==> config.mk <==
export PLATFORM = sky130hd
export DESIGN_NAME = bounded_unique_set_top
export DESIGN_NICKNAME = d
export VERILOG_FILES = /design/src/rtl/core/bus_pkg.sv /design/src/rtl/core/bus_ctrl.sv /design/src/rtl/core/bus_datapath.sv /design/src/rtl/core/bounded_unique_set_top.sv
export SDC_FILE = /design/constraint.sdc
export NUM_CORES = 1
export LEC_CHECK = 0
export BUFFER_PORTS_ARGS = -buffer_cell sky130_fd_sc_hd__buf_4
export CAP_MARGIN = 0
export CORE_UTILIZATION = 60
export DETAILED_ROUTE_END_ITERATION = 10
export GPL_TIMING_DRIVEN = 1
export PLACE_DENSITY = 0.82
export SLEW_MARGIN = 30
export SYNTH_ARGS = -nofsm -noshare
export SYNTH_HDL_FRONTEND = slang
export SYNTH_HIERARCHICAL = 1
export SYNTH_SLANG_ARGS = --single-unit
==> constraint.sdc <==
create_clock -name clk_i -period 18.1 [get_ports clk_i]
set_input_delay 2.715 -clock clk_i [delete_from_list [all_inputs] [get_ports clk_i]]
set_output_delay 2.715 -clock clk_i [all_outputs]
set_load 0.1 [all_outputs]
==> src/rtl/core/bus_pkg.sv <==
// Shared constants, codes and types for the bounded unique set.
package bus_pkg;

  localparam int unsigned CAPACITY      = 8;
  localparam int unsigned VALUE_WIDTH   = 32;
  localparam int unsigned CNT_W         = $clog2(CAPACITY + 1);
  localparam int unsigned IDX_W         = (CAPACITY > 1) ? $clog2(CAPACITY) : 1;

  localparam int unsigned CMD_W         = 2;
  localparam int unsigned ELEM_W        = 32;
  localparam int unsigned STATUS_W      = 2;
  localparam int unsigned ENTRY_COUNT_W = 4;

  localparam int unsigned IN_DATA_W     = 40;
  localparam int unsigned OUT_DATA_W    = 8;

  localparam logic [CMD_W-1:0] CMD_ADD      = 2'd0;
  localparam logic [CMD_W-1:0] CMD_REMOVE   = 2'd1;
  localparam logic [CMD_W-1:0] CMD_CONTAINS = 2'd2;
  localparam logic [CMD_W-1:0] CMD_CLEAR    = 2'd3;

  localparam logic [STATUS_W-1:0] ST_DONE      = 2'd0;
  localparam logic [STATUS_W-1:0] ST_DUPLICATE = 2'd1;
  localparam logic [STATUS_W-1:0] ST_FULL      = 2'd2;
  localparam logic [STATUS_W-1:0] ST_ABSENT    = 2'd3;

  // Commands from the controller to the datapath.
  typedef struct packed {
    logic load;    // capture the incoming item
    logic commit;  // apply the update and load the result register
  } bus_ctrl_t;

endpackage

==> src/rtl/core/bus_ctrl.sv <==
// Controller state machine: input handshake, execute sequencing, result valid.
module bus_ctrl
  import bus_pkg::*;
(
  input  logic      clk_i,
  input  logic      rst_ni,
  input  logic      in_valid_i,
  output logic      in_ready_o,
  output logic      out_valid_o,
  input  logic      out_ready_i,
  output bus_ctrl_t ctrl_o
);

  localparam logic S_IDLE = 1'b0;
  localparam logic S_EXEC = 1'b1;

  logic state_q, state_d;
  logic out_valid_q, out_valid_d;
  logic out_free;

  assign out_free   = !out_valid_q || out_ready_i;
  assign in_ready_o = (state_q == S_IDLE);

  always_comb begin
    state_d       = state_q;
    out_valid_d   = out_valid_q;
    ctrl_o.load   = 1'b0;
    ctrl_o.commit = 1'b0;
    if (out_valid_q && out_ready_i) begin
      out_valid_d = 1'b0;
    end
    unique case (state_q)
      S_IDLE: begin
        if (in_valid_i) begin
          ctrl_o.load = 1'b1;
          state_d     = S_EXEC;
        end
      end
      S_EXEC: begin
        // Hold the item until the result register can take its result.
        if (out_free) begin
          ctrl_o.commit = 1'b1;
          out_valid_d   = 1'b1;
          state_d       = S_IDLE;
        end
      end
      default: state_d = S_IDLE;
    endcase
  end

  always_ff @(posedge clk_i or negedge rst_ni) begin
    if (!rst_ni) begin
      state_q     <= S_IDLE;
      out_valid_q <= 1'b0;
    end else begin
      state_q     <= state_d;
      out_valid_q <= out_valid_d;
    end
  end

  assign out_valid_o = out_valid_q;

endmodule

==> src/rtl/core/bus_datapath.sv <==
// Datapath: entry registers, parallel compare, update and result register.
module bus_datapath
  import bus_pkg::*;
(
  input  logic                     clk_i,
  input  logic                     rst_ni,
  input  bus_ctrl_t                ctrl_i,
  input  logic [CMD_W-1:0]         command_i,
  input  logic [ELEM_W-1:0]        element_value_i,
  output logic [STATUS_W-1:0]      status_o,
  output logic                     present_o,
  output logic [ENTRY_COUNT_W-1:0] entry_count_o
);

  logic [CMD_W-1:0]       cmd_q;
  logic [VALUE_WIDTH-1:0] value_q;
  logic [VALUE_WIDTH-1:0] entries_q [CAPACITY];
  logic [CNT_W-1:0]       count_q, count_d;

  logic [STATUS_W-1:0]      status_q, status_d;
  logic                     present_q, present_d;
  logic [ENTRY_COUNT_W-1:0] entry_count_q;

  logic [CAPACITY-1:0] match;
  logic                hit;
  logic [IDX_W-1:0]    slot;
  logic [CNT_W-1:0]    last_cnt;
  logic [IDX_W-1:0]    last_idx;
  logic                full;
  logic                wr_en;
  logic [IDX_W-1:0]    wr_idx;
  logic [VALUE_WIDTH-1:0] wr_data;

  // One comparator per entry; only entries below the count take part.
  always_comb begin
    for (int i = 0; i < CAPACITY; i++) begin
      match[i] = (CNT_W'(i) < count_q) && (entries_q[i] == value_q);
    end
  end

  // Lowest matching entry.
  always_comb begin
    slot = '0;
    for (int i = CAPACITY - 1; i >= 0; i--) begin
      if (match[i]) begin
        slot = IDX_W'(i);
      end
    end
  end

  assign hit      = |match;
  assign full     = (count_q == CNT_W'(CAPACITY));
  assign last_cnt = count_q - CNT_W'(1);
  assign last_idx = last_cnt[IDX_W-1:0];

  always_comb begin
    count_d   = count_q;
    status_d  = ST_DONE;
    present_d = hit;
    wr_en     = 1'b0;
    wr_idx    = count_q[IDX_W-1:0];
    wr_data   = value_q;
    unique case (cmd_q)
      CMD_ADD: begin
        if (hit) begin
          status_d = ST_DUPLICATE;
        end else if (full) begin
          status_d = ST_FULL;
        end else begin
          wr_en   = 1'b1;
          count_d = count_q + CNT_W'(1);
        end
      end
      CMD_REMOVE: begin
        if (hit) begin
          // The last entry moves into the freed slot.
          wr_en   = 1'b1;
          wr_idx  = slot;
          wr_data = entries_q[last_idx];
          count_d = last_cnt;
        end else begin
          status_d = ST_ABSENT;
        end
      end
      CMD_CONTAINS: begin
        status_d = hit ? ST_DONE : ST_ABSENT;
      end
      CMD_CLEAR: begin
        count_d   = '0;
        present_d = 1'b0;
      end
      default: status_d = ST_DONE;
    endcase
  end

  always_ff @(posedge clk_i) begin
    if (ctrl_i.load) begin
      cmd_q   <= command_i;
      value_q <= VALUE_WIDTH'(element_value_i);
    end
    if (ctrl_i.commit) begin
      if (wr_en) begin
        entries_q[wr_idx] <= wr_data;
      end
      status_q      <= status_d;
      present_q     <= present_d;
      entry_count_q <= ENTRY_COUNT_W'(count_d);
    end
  end

  always_ff @(posedge clk_i or negedge rst_ni) begin
    if (!rst_ni) begin
      count_q <= '0;
    end else if (ctrl_i.commit) begin
      count_q <= count_d;
    end
  end

  assign status_o      = status_q;
  assign present_o     = present_q;
  assign entry_count_o = entry_count_q;

endmodule

==> src/rtl/core/bounded_unique_set_top.sv <==
// Top level of the bounded unique set: stream ports, controller and datapath.
//
// The block holds a set of up to CAPACITY distinct values and executes one
// command per input item: add, remove, contains or clear. Every item yields
// exactly one result item carrying a status, a flag that tells whether the
// value was in the set before the command (zero for clear), and the entry
// count afterwards. Add stores a value only if it is absent and there is
// room; remove fills the freed slot with the last entry so that the stored
// entries stay packed. An item is first captured; then, in the execute
// state, all entries are compared against the value in parallel and the
// set is updated, and no new item is taken meanwhile. A new item is taken
// while the previous result still waits on the output; the block only
// stalls in its execute state when that earlier result has not yet been
// taken. After reset the set is empty and the block is ready at once.
module bounded_unique_set_top
  import bus_pkg::*;
(
  input  logic                  clk_i,
  input  logic                  rst_ni,
  input  logic                  s_axis_tvalid,
  output logic                  s_axis_tready,
  // Fields from bit 0: command[1:0], element_value[33:2], zero fill[39:34].
  input  logic [IN_DATA_W-1:0]  s_axis_tdata,
  output logic                  m_axis_tvalid,
  input  logic                  m_axis_tready,
  // Fields from bit 0: status[1:0], present[2], entry_count[6:3], zero fill[7].
  output logic [OUT_DATA_W-1:0] m_axis_tdata
);

  bus_ctrl_t                ctrl;
  logic [STATUS_W-1:0]      status;
  logic                     present;
  logic [ENTRY_COUNT_W-1:0] entry_count;

  // The controller owns both handshakes and tells the datapath when to
  // capture an item and when to commit its result.
  bus_ctrl u_ctrl (
    .clk_i       (clk_i),
    .rst_ni      (rst_ni),
    .in_valid_i  (s_axis_tvalid),
    .in_ready_o  (s_axis_tready),
    .out_valid_o (m_axis_tvalid),
    .out_ready_i (m_axis_tready),
    .ctrl_o      (ctrl)
  );

  bus_datapath u_datapath (
    .clk_i           (clk_i),
    .rst_ni          (rst_ni),
    .ctrl_i          (ctrl),
    .command_i       (s_axis_tdata[1:0]),
    .element_value_i (s_axis_tdata[33:2]),
    .status_o        (status),
    .present_o       (present),
    .entry_count_o   (entry_count)
  );

  // The result register sits in the datapath, so the output is stable
  // while a result waits to be taken.
  assign m_axis_tdata = {1'b0, entry_count, present, status};

endmodule

# After elaboration in Yosys (flattened, before gate mapping)
# Memories as Yosys holds them, arrays and structs flattened.
# Cells that the tools add are included.
classes:
  addsub: 2
  order_cmp: 8
  n_eq_ne: 12
  n_mux: 36
  bitwise_logic: 1
  n_reduce_logical: 14
ops:
  columns: ["cell", "count"]
  rows:
  - ["32-bit equality test", 8]
  - ["32-bit 2-to-1 mux", 2]
  - ["3-bit 2-to-1 mux", 10]
  - ["3-bit by 4-bit less-than comparator with 1-bit output, first input constant", 4]
  - ["1-bit 2-to-1 mux", 14]
  - ["4-bit 2-to-1 mux", 3]
  - ["4-bit one-hot mux with 3 select lines", 1]
  - ["1-bit logical AND", 9]
  - ["1-bit by 4-bit less-than comparator with 1-bit output, first input constant", 2]
  - ["2-bit by 4-bit less-than comparator with 1-bit output, first input constant", 2]
  - ["8-bit OR reduction", 1]
  - ["2-bit 2-to-1 mux", 3]
  - ["4-bit by 1-bit adder with 4-bit output, second input constant", 1]
  - ["2-bit equality test, second input constant", 2]
  - ["4-bit equality test, second input constant", 1]
  - ["1-bit one-hot mux with 2 select lines", 2]
  - ["2-bit one-hot mux with 2 select lines", 1]
  - ["4-bit by 1-bit subtractor with 4-bit output, second input constant", 1]
  - ["2-bit by 1-bit equality test with 1-bit output, second input constant", 1]
  - ["2-bit logical NOT", 1]
  - ["2-bit OR reduction", 1]
  - ["1-bit logical NOT", 1]
  - ["1-bit logical OR", 1]
  - ["1-bit inverter", 1]
word_totals:
  regBits: 47
  ram_bits: 256
  inputBits: 44
  output_inout_bits: 10
  wordCells: 82
  n_memories: 1
memory_table:
  columns: ["memory", "depth", "word_bits", "read_ports", "rd_clocked_by_memory_dff", "write_ports", "line_no", "rtl"]
  rows:
  - ["u_datapath.entries_q", 8, 32, 9, 0, 1, "bus_datapath.sv:17", "logic [VALUE_WIDTH-1:0] entries_q [CAPACITY];"]

# Longest topological paths before layout
# Gate-level depths: netlist of the first run.
# An unclocked memory read counts as a cell.
depth:
  ltp_word: 13
  mapped_depth: 13

# Hierarchy
# Netlist of the first run, hierarchy kept.
modules_own_cells:
  columns: ["module", "instances", "cells_per_inst", "area_each_um2"]
  rows:
  - ["bus_datapath", 1, 1009, 15356.0]
  - ["bus_ctrl", 1, 8, 93.8]
  - ["bounded_unique_set_top", 1, 3, 18.8]

# Worst setup path before layout of the first run
# Ideal clock, no wire load.
synth_timing:
  path_kind: "input -> register"
  startpoint: "input port m_axis_tready"
  endpoint: "memory u_datapath.entries_q[5][0], enable pin"
  setup_time_ns: 0.461
  arrival_ns: 5.680
  slack_ns: 11.958
  stages: 4
  path_buffers: 0
  path_cell_list: "nand2b_4 and2_1 o211ai_2 nor3_1"
synth_rtl:
  columns: ["item", "line_no", "rtl"]
  rows:
  - ["from (decl)", "bounded_unique_set_top.sv:25", "input logic m_axis_tready,"]
  - ["to (decl)", "bus_datapath.sv:17", null]

# Final worst setup path of the first run
layout_timing:
  startpoint: "register u_datapath.count_q[0]"
  endpoint: "memory u_datapath.entries_q[1][10], enable pin"
layout_via:
  elab_chain_len: 12
layout_rtl:
  columns: ["item", "line_no", "rtl"]
  rows:
  - ["from (decl)", "bus_datapath.sv:18", "logic [CNT_W-1:0] count_q, count_d;"]
  - ["from (signal assigned)", "bus_datapath.sv:115", "count_q <= count_d;"]
  - ["3-bit by 4-bit less-than comparator with 1-bit output", "bus_datapath.sv:37", "match[i] = (CNT_W'(i) < count_q) && (entries_q[i] == value_q);"]
  - ["1-bit logical AND", "bus_datapath.sv:37", null]
  - ["3-bit 2-to-1 mux (8 in a row)", "bus_datapath.sv:45", "if (match[i]) begin"]
  - ["3-bit 2-to-1 mux", "bus_datapath.sv:75", "if (hit) begin"]
  - ["3-bit 2-to-1 mux", "bus_datapath.sv:63", "unique case (cmd_q)"]
# Several ways; a longest one is shown, not always the timed one.

==> results.toml, run 1 <==
[logic_synthesis]
synth_compound_area_frac = 0.0368
synth_common_cells = "edfxtp_1, xor2_1, xnor2_1"
yosysMostFrequentCell = "edfxtp_1"
synthesis.area_sq_um = 15500
synthXorXnorAreaFrac = 0.146
synth_edf_count = 297
async_flop_share = 0.0198
ys_ff_latch = 303
yosysWarnings = 6
synth_top_family_by_area = "XOR/XNOR gates"
synth_mux_area_frac = 0.116
synth.largest_area_cell = "edfxtp_1"
synth_fp_nets = 1071
ys_top_cells_by_area = "edfxtp_1, mux4_2, xor2_1, xnor2_1, mux2i_1"
syn_inst = 1020
synth_top_area_share = 0.577
synth-simple-area-share = 0.0755
avgSynthCellArea_sq_um = 15.2
synth_ff_type = "edfxtp_1"
synth_cell_types = 64
synthAdderAreaFrac = 0.00566
synth_seq_area_share = 0.586

[route]
vias_per_cell = 6.59
drt-pass1-iter-count = 5
ant_nets = 0
num_vias = 9250
wl_per_cell_microns = 28.9
drtIter0Drc = 1203
route.detailed.drc = 0
finalWirelength_mm = 40.6

[global_route]
antenna_found_initial = 0
grt_pass1_vias = 9165
grt_first_pass_wirelength_mm = 59.8
grtUsageTotal = 0.315
grt_remaining_overflow = 0
grt_max_degree = 42

[worst_hold_path]
hold_path_class = "flip-flop to flip-flop"
min_to = "u_ctrl/out_valid_o"
holdCritStartpoint = "u_ctrl/out_valid_o"
holdPathStages = 2

[clock_network]
cts_inserted_buffers = 31
clock_latency_ps = 560
root_buffer = "clkbuf_16"
h-tree-depth = 1
hold_buffers = 0
cts_resized = 0
cts_setup_buffers = 0
path_clk_slew_ps = 60
clockBufferDepth = 3
clock-sinks = 303
cts_tree = "done"

[worst_setup_path]
crit_fanout = 40
worstSetupStartpointType = "flip-flop"
cpPeakStageDelay_ps = 850
worstPathCellList = "buf_4 > ha_1 > a2111oi_2 > nand4_1 > nor3_2 > nor4_4 > a21oi_4 > mux2_2 > nor3_4 > buf_4"
cp_num_buf_inv = 2
crit_top_cell = "buf_4"
timing.rr.start = "u_datapath/count_q[0]"
critPathTopFamily = "simple AND/OR/NAND/NOR gates"
crit_slowest_cell = "dfrtp_4"
path_class = "flip-flop to flip-flop"
r2r_cells = 10
cp.arrival_ps = 5410
rrSetupSlack_ps = 12890
end_kind = "flip-flop"
r2r-end = "u_datapath/entries_q[1][10]"
required_ps = 18300

[outcome]
status = "finished, final reports clean"

[run]
max_cap_violations = 0

[sta]
max_clock_freq_ghz = 0.192
setup_tns_ps = 0
slew_headroom = 0.366
grt_setup_unrepaired = "no"
worst_pin_slew_ps = 940
finalCritPeriodShare = 0.288
setup_viol = 0
finClkSkew_ps = 21.8
finalHoldViolCount = 0
layout_min_cycle_time_ps = 5210
maxSlewViolCount = 0

[final_layout]
drive_gt1_frac = 0.199
fin_nets = 1102
multi_input_area_sq_um = 5970
syn2layout_area_growth_pct = 9.66
num-fill-cells = 1762
diodes = 0
seqCellArea_sq_um = 9070

[power_and_ir_drop]
power_uw = 2140
powerDensity_nw_per_um2 = 126
peakVddDrop_mv = 0.0959
p_leak_uw = 0.00557

[place]
port_buffers = 46
dpl.hpwl_mm = 28.1
gp_congestion = 0.982

[floorplan]
io_pins = 54
die_h_microns = 163
core.rowCount = 58
dieArea_sq_um = 26400
coreArea_sq_um = 25300
initial_utilization = 0.613
die_w_microns = 163
-- cell usage in the layout (no fill, tap or decap), types with 33 or more instances in the layout --
cell type  count
xor2_1       129
o21ai_0       37
edfxtp_1     297
xnor2_1      124
mux4_2        64
nand2_1       45
buf_4         64
nand4_1       36
mux2i_1       33
-- flip-flops by register name, summed over array words and instances, names as in the netlist --
name / count
u_datapath/entries_q: 256
u_datapath/value_q: 32
u_datapath/count_q: 4
u_datapath/entry_count_o: 4
u_datapath/cmd_q: 2
u_datapath/status_o: 2
u_ctrl/out_valid_o: 1
u_ctrl/state_q: 1
u_datapath/present_o: 1
-- report_power, final --
| group | internal [uW] | switching [uW] |
|---|---|---|
| Sequential | 808 | 63.2 |
| Clock | 368 | 261 |
| Combinational | 295 | 348 |
-- layer usage --
layer | part of all wire | up-vias | global-route usage
met4 | 0.046 | 0 | 0.129
li1 | - | 3952 | -
met2 | 0.47 | 594 | 0.491
met3 | 0.11 | 114 | 0.0596
met1 | 0.38 | 4590 | 0.440
met5 | 0 | - | 0
-- cell type report --
type                            count  area share
Sequential cell                   303       0.535
Inverter                           10     0.00221
Multi-Input combinational cell    641       0.352
Clock inverter                     19      0.0111
Timing Repair Buffer               64      0.0283
Tap cell                          330      0.0243
Clock buffer                       37      0.0471
-- how the worst max path moves through the flow --
stage	from	endpoint	slack [ps]	cells past startpoint
finish	u_datapath/count_q[0]	u_datapath/entries_q[1][10]	12890	10
global route	u_datapath/count_q[0]	u_datapath/entries_q[1][1]	12670	10
CTS	u_datapath/count_q[0]	u_datapath/entries_q[1][8]	12920	10
detailed placement	m_axis_tready	u_datapath/entries_q[1][10]	12800	6
global placement	m_axis_tready	u_datapath/entries_q[3][10]	12620	6
floorplan	m_axis_tready	u_datapath/entries_q[5][0]	11960	4
-- cell families after synthesis --
kind of cell | Yosys count
buffers and inverters | 76
adders and majority gates | 7
muxes | 99
other | 1
and+or+nand+nor | 195
AOI/OAI and AO/OA | 83
DFF | 303
xor gates and xnor gates | 256
-- stage by stage --
stage	instance area (sq um)	hold WS (ps)	util	setup WS, ps	instances
after CTS	17000	552	0.672	12920	1404
final	17000	546	0.672	12890	1404
after floorplan	15500	626	-	11960	1020
after global placement	16000	519	0.632	12620	1348
after detailed placement	16000	540	0.633	12800	1348
after global routing	17000	567	0.672	12670	1404
-- tightest hold or removal path: stages, from the launching register on --
cell	delay (ps)
dfrtp_1	380
nand2b_4	70
nand2_1	60
Power figures use the tool's default switching activity.
==> run 2, diff against run 1 <==
ABC_AREA = 1   (was not set)
CORE_UTILIZATION = 57   (was 60)
clock period = 4.6 ns   (was 18.1 ns; I/O delays follow)
==> results.toml, run 2 <==
[place]
dpl.hpwl_mm = 34.4
post-place-ws_ps = 859
gp_congestion = 1.05
dpl_cell_area_sq_um = 17200
port_buffers = 46

[final_layout]
final_common_cell = "nand2_1"
fin_nets = 1827
largest_registers = "u_datapath/entries_q (256), u_datapath/value_q (32)"
syn2layout_area_growth_pct = 9.64
final_cell_mix = "nand2_1, edfxtp_1, nor2_1, inv_1, o21ai_0"
top_register = "u_datapath/entries_q"
finish.instance_area_sq_um = 18200
drive_gt1_frac = 0.127
largest_reg_flops = 256
num-fill-cells = 2282

[route]
wl_per_cell_microns = 23.2
drt-pass1-iter-count = 9
vias_per_cell = 6.07
num_vias = 13200
ant_nets = 0
drtIter0Drc = 2050
finalWirelength_mm = 50.6
route.detailed.drc = 0

[logic_synthesis]
synth_cell_types = 43
synth_compound_area_frac = 0.127
synth.largest_area_cell = "edfxtp_1"
synthAdderAreaFrac = 0.00527
yosysMostFrequentCell = "nand2_1"
synth_edf_count = 297
synth-simple-area-share = 0.178
async_flop_share = 0.0198
synth_fp_nets = 1814
synth_seq_area_share = 0.546
synth_common_cells = "nand2_1, edfxtp_1, nor2_1"
synth_ff_type = "edfxtp_1"
avgSynthCellArea_sq_um = 9.42
synth_top_family_by_area = "simple AND/OR/NAND/NOR gates"
synthesis.area_sq_um = 16600
ys_ff_latch = 303
yosysWarnings = 6
synth_top_area_share = 0.537
ys_top_cells_by_area = "edfxtp_1, nand2_1, xnor2_1, nor2_1, o21ai_0"
synth_mux_area_frac = 0
syn_inst = 1763
synthXorXnorAreaFrac = 0.0685

[clock_network]
cts_inserted_buffers = 34
clock-sinks = 303
clock_latency_ps = 520
clockBufferDepth = 3
root_buffer = "clkbuf_16"
cts_tree = "done"
h-tree-depth = 2
cts_resized = 0
path_clk_slew_ps = 60

[sta]
max_clock_freq_ghz = 0.257
maxSlewViolCount = 0
finClkSkew_ps = 26.3
setup_tns_ps = 0
slew_headroom = 0.356
finalWorstSetupSlack_ps = 714
setup_viol = 0
grt_setup_unrepaired = "no"
worst_pin_slew_ps = 960
fin_hold_ws_ps = 349
finalCritPeriodShare = 0.845
finalHoldViolCount = 0
layout_min_cycle_time_ps = 3890

[worst_setup_path]
required_ps = 4810
crit_fanout = 27
cp.arrival_ps = 4100
crit_slowest_cell = "edfxtp_1"
crit_top_cell = "nand2_1"
worstSetupStartpointType = "flip-flop"
cp_num_buf_inv = 3
cpPeakStageDelay_ps = 610
critPathTopFamily = "simple AND/OR/NAND/NOR gates"
end_kind = "flip-flop"
path_class = "flip-flop to flip-flop"
worstPathCellList = "xnor2_1 > nand2_1 > nor2_1 > nand2_1 > nor2_1 > nand3_1 > nand2_2 > nor2_8 > nand2_8 > nand2_4 > inv_6 > nand2_2 > nand2_4 > nand2_1 > inv_2 > buf_12"

[floorplan]
die_h_microns = 173
dieArea_sq_um = 29800
die_w_microns = 173
core.rowCount = 62
coreArea_sq_um = 28700
initial_utilization = 0.579
io_pins = 54

[run]
max_cap_violations = 0

[power_and_ir_drop]
p_leak_uw = 0.00699
powerDensity_nw_per_um2 = 488
power_uw = 8890
peakVddDrop_mv = 0.491

[global_route]
grt_max_degree = 89
antenna_found_initial = 1
grtUsageTotal = 0.338
grt_pass1_vias = 12400
grt_remaining_overflow = 0
grt_first_pass_wirelength_mm = 75.3

[outcome]
status = "finished, final reports clean"

[worst_hold_path]
hold_path_class = "input pin to flip-flop"
[run 2: cell types whose count changed after synthesis, sizes merged, moves of 40 or more]
cell   before  now
nor2       20  209
a21oi      10   53
mux4       64    0
nand2      45  430
o21ai      39  175
inv         9  184
xor2      132   23
nand3      12   52
[run 2: report_power, final]
group / total [uW] / switching (uW) / internal (uW)
clock network: 2620 / 1090 / 1540
logic: 2960 / 2160 / 803
registers: 3300 / 138 / 3160
[run 2: path summary, 6_finish.rpt]
path,startpoint,to,slack [ps],cells after the start
setup / recovery,u_datapath/value_q[9],u_datapath/entries_q[4][17],710,16
min in group asynchronous,rst_ni,u_ctrl/state_q,520,2
max in group asynchronous,rst_ni,u_datapath/count_q[0],3940,2
hold reg to reg,u_ctrl/state_q,u_ctrl/state_q,540,2
setup reg to reg,u_datapath/value_q[9],u_datapath/entries_q[4][17],710,16
hold / removal,s_axis_tdata[9],u_datapath/value_q[7],350,1
[run 2: layer usage]
layer	global-route usage	vias to the layer above	part of all wire
li1	-	5944	-
met1	0.455	6213	0.37
met2	0.534	926	0.46
met3	0.0609	164	0.11
met4	0.165	0	0.055
met5	0	-	0
[run 2: final cells by class]
| cell class | instances | area (sq um) | area share |
|---|---|---|---|
| multi-input cells | 1184 | 6330 | 0.347 |
| repair buffers | 67 | 556 | 0.0305 |
| well taps | 384 | 480 | 0.0264 |
| flip-flops and latches | 303 | 9070 | 0.498 |
| diodes | 1 | 2.50 | 0.000137 |
| inverters | 186 | 723 | 0.0397 |
| clock inverters | 15 | 163 | 0.00893 |
| clock buffers | 44 | 888 | 0.0488 |
[run 2: repair_timing]
| action | in CTS | in global routing |
|---|---|---|
| hold buffers | 1 | 0 |
| setup buffers | 0 | 0 |
| endpoints found under the hold margin | 6 | 0 |
[run 2: logic make-up after synthesis]
| logic type | count (synthesis) |
|---|---|
| compound gates | 325 |
| xor+xnor | 130 |
| fa+ha+maj | 7 |
| buf+inv | 276 |
| flops | 303 |
| other cells | 1 |
| simple gates | 721 |
[run 2: through the flow]
step            util  cells
2_1_floorplan      -   1763
3_3_place_gp   0.598   2123
3_5_place_dp   0.598   2123
4_1_cts        0.634   2183
5_1_grt        0.634   2183
6_report       0.635   2184
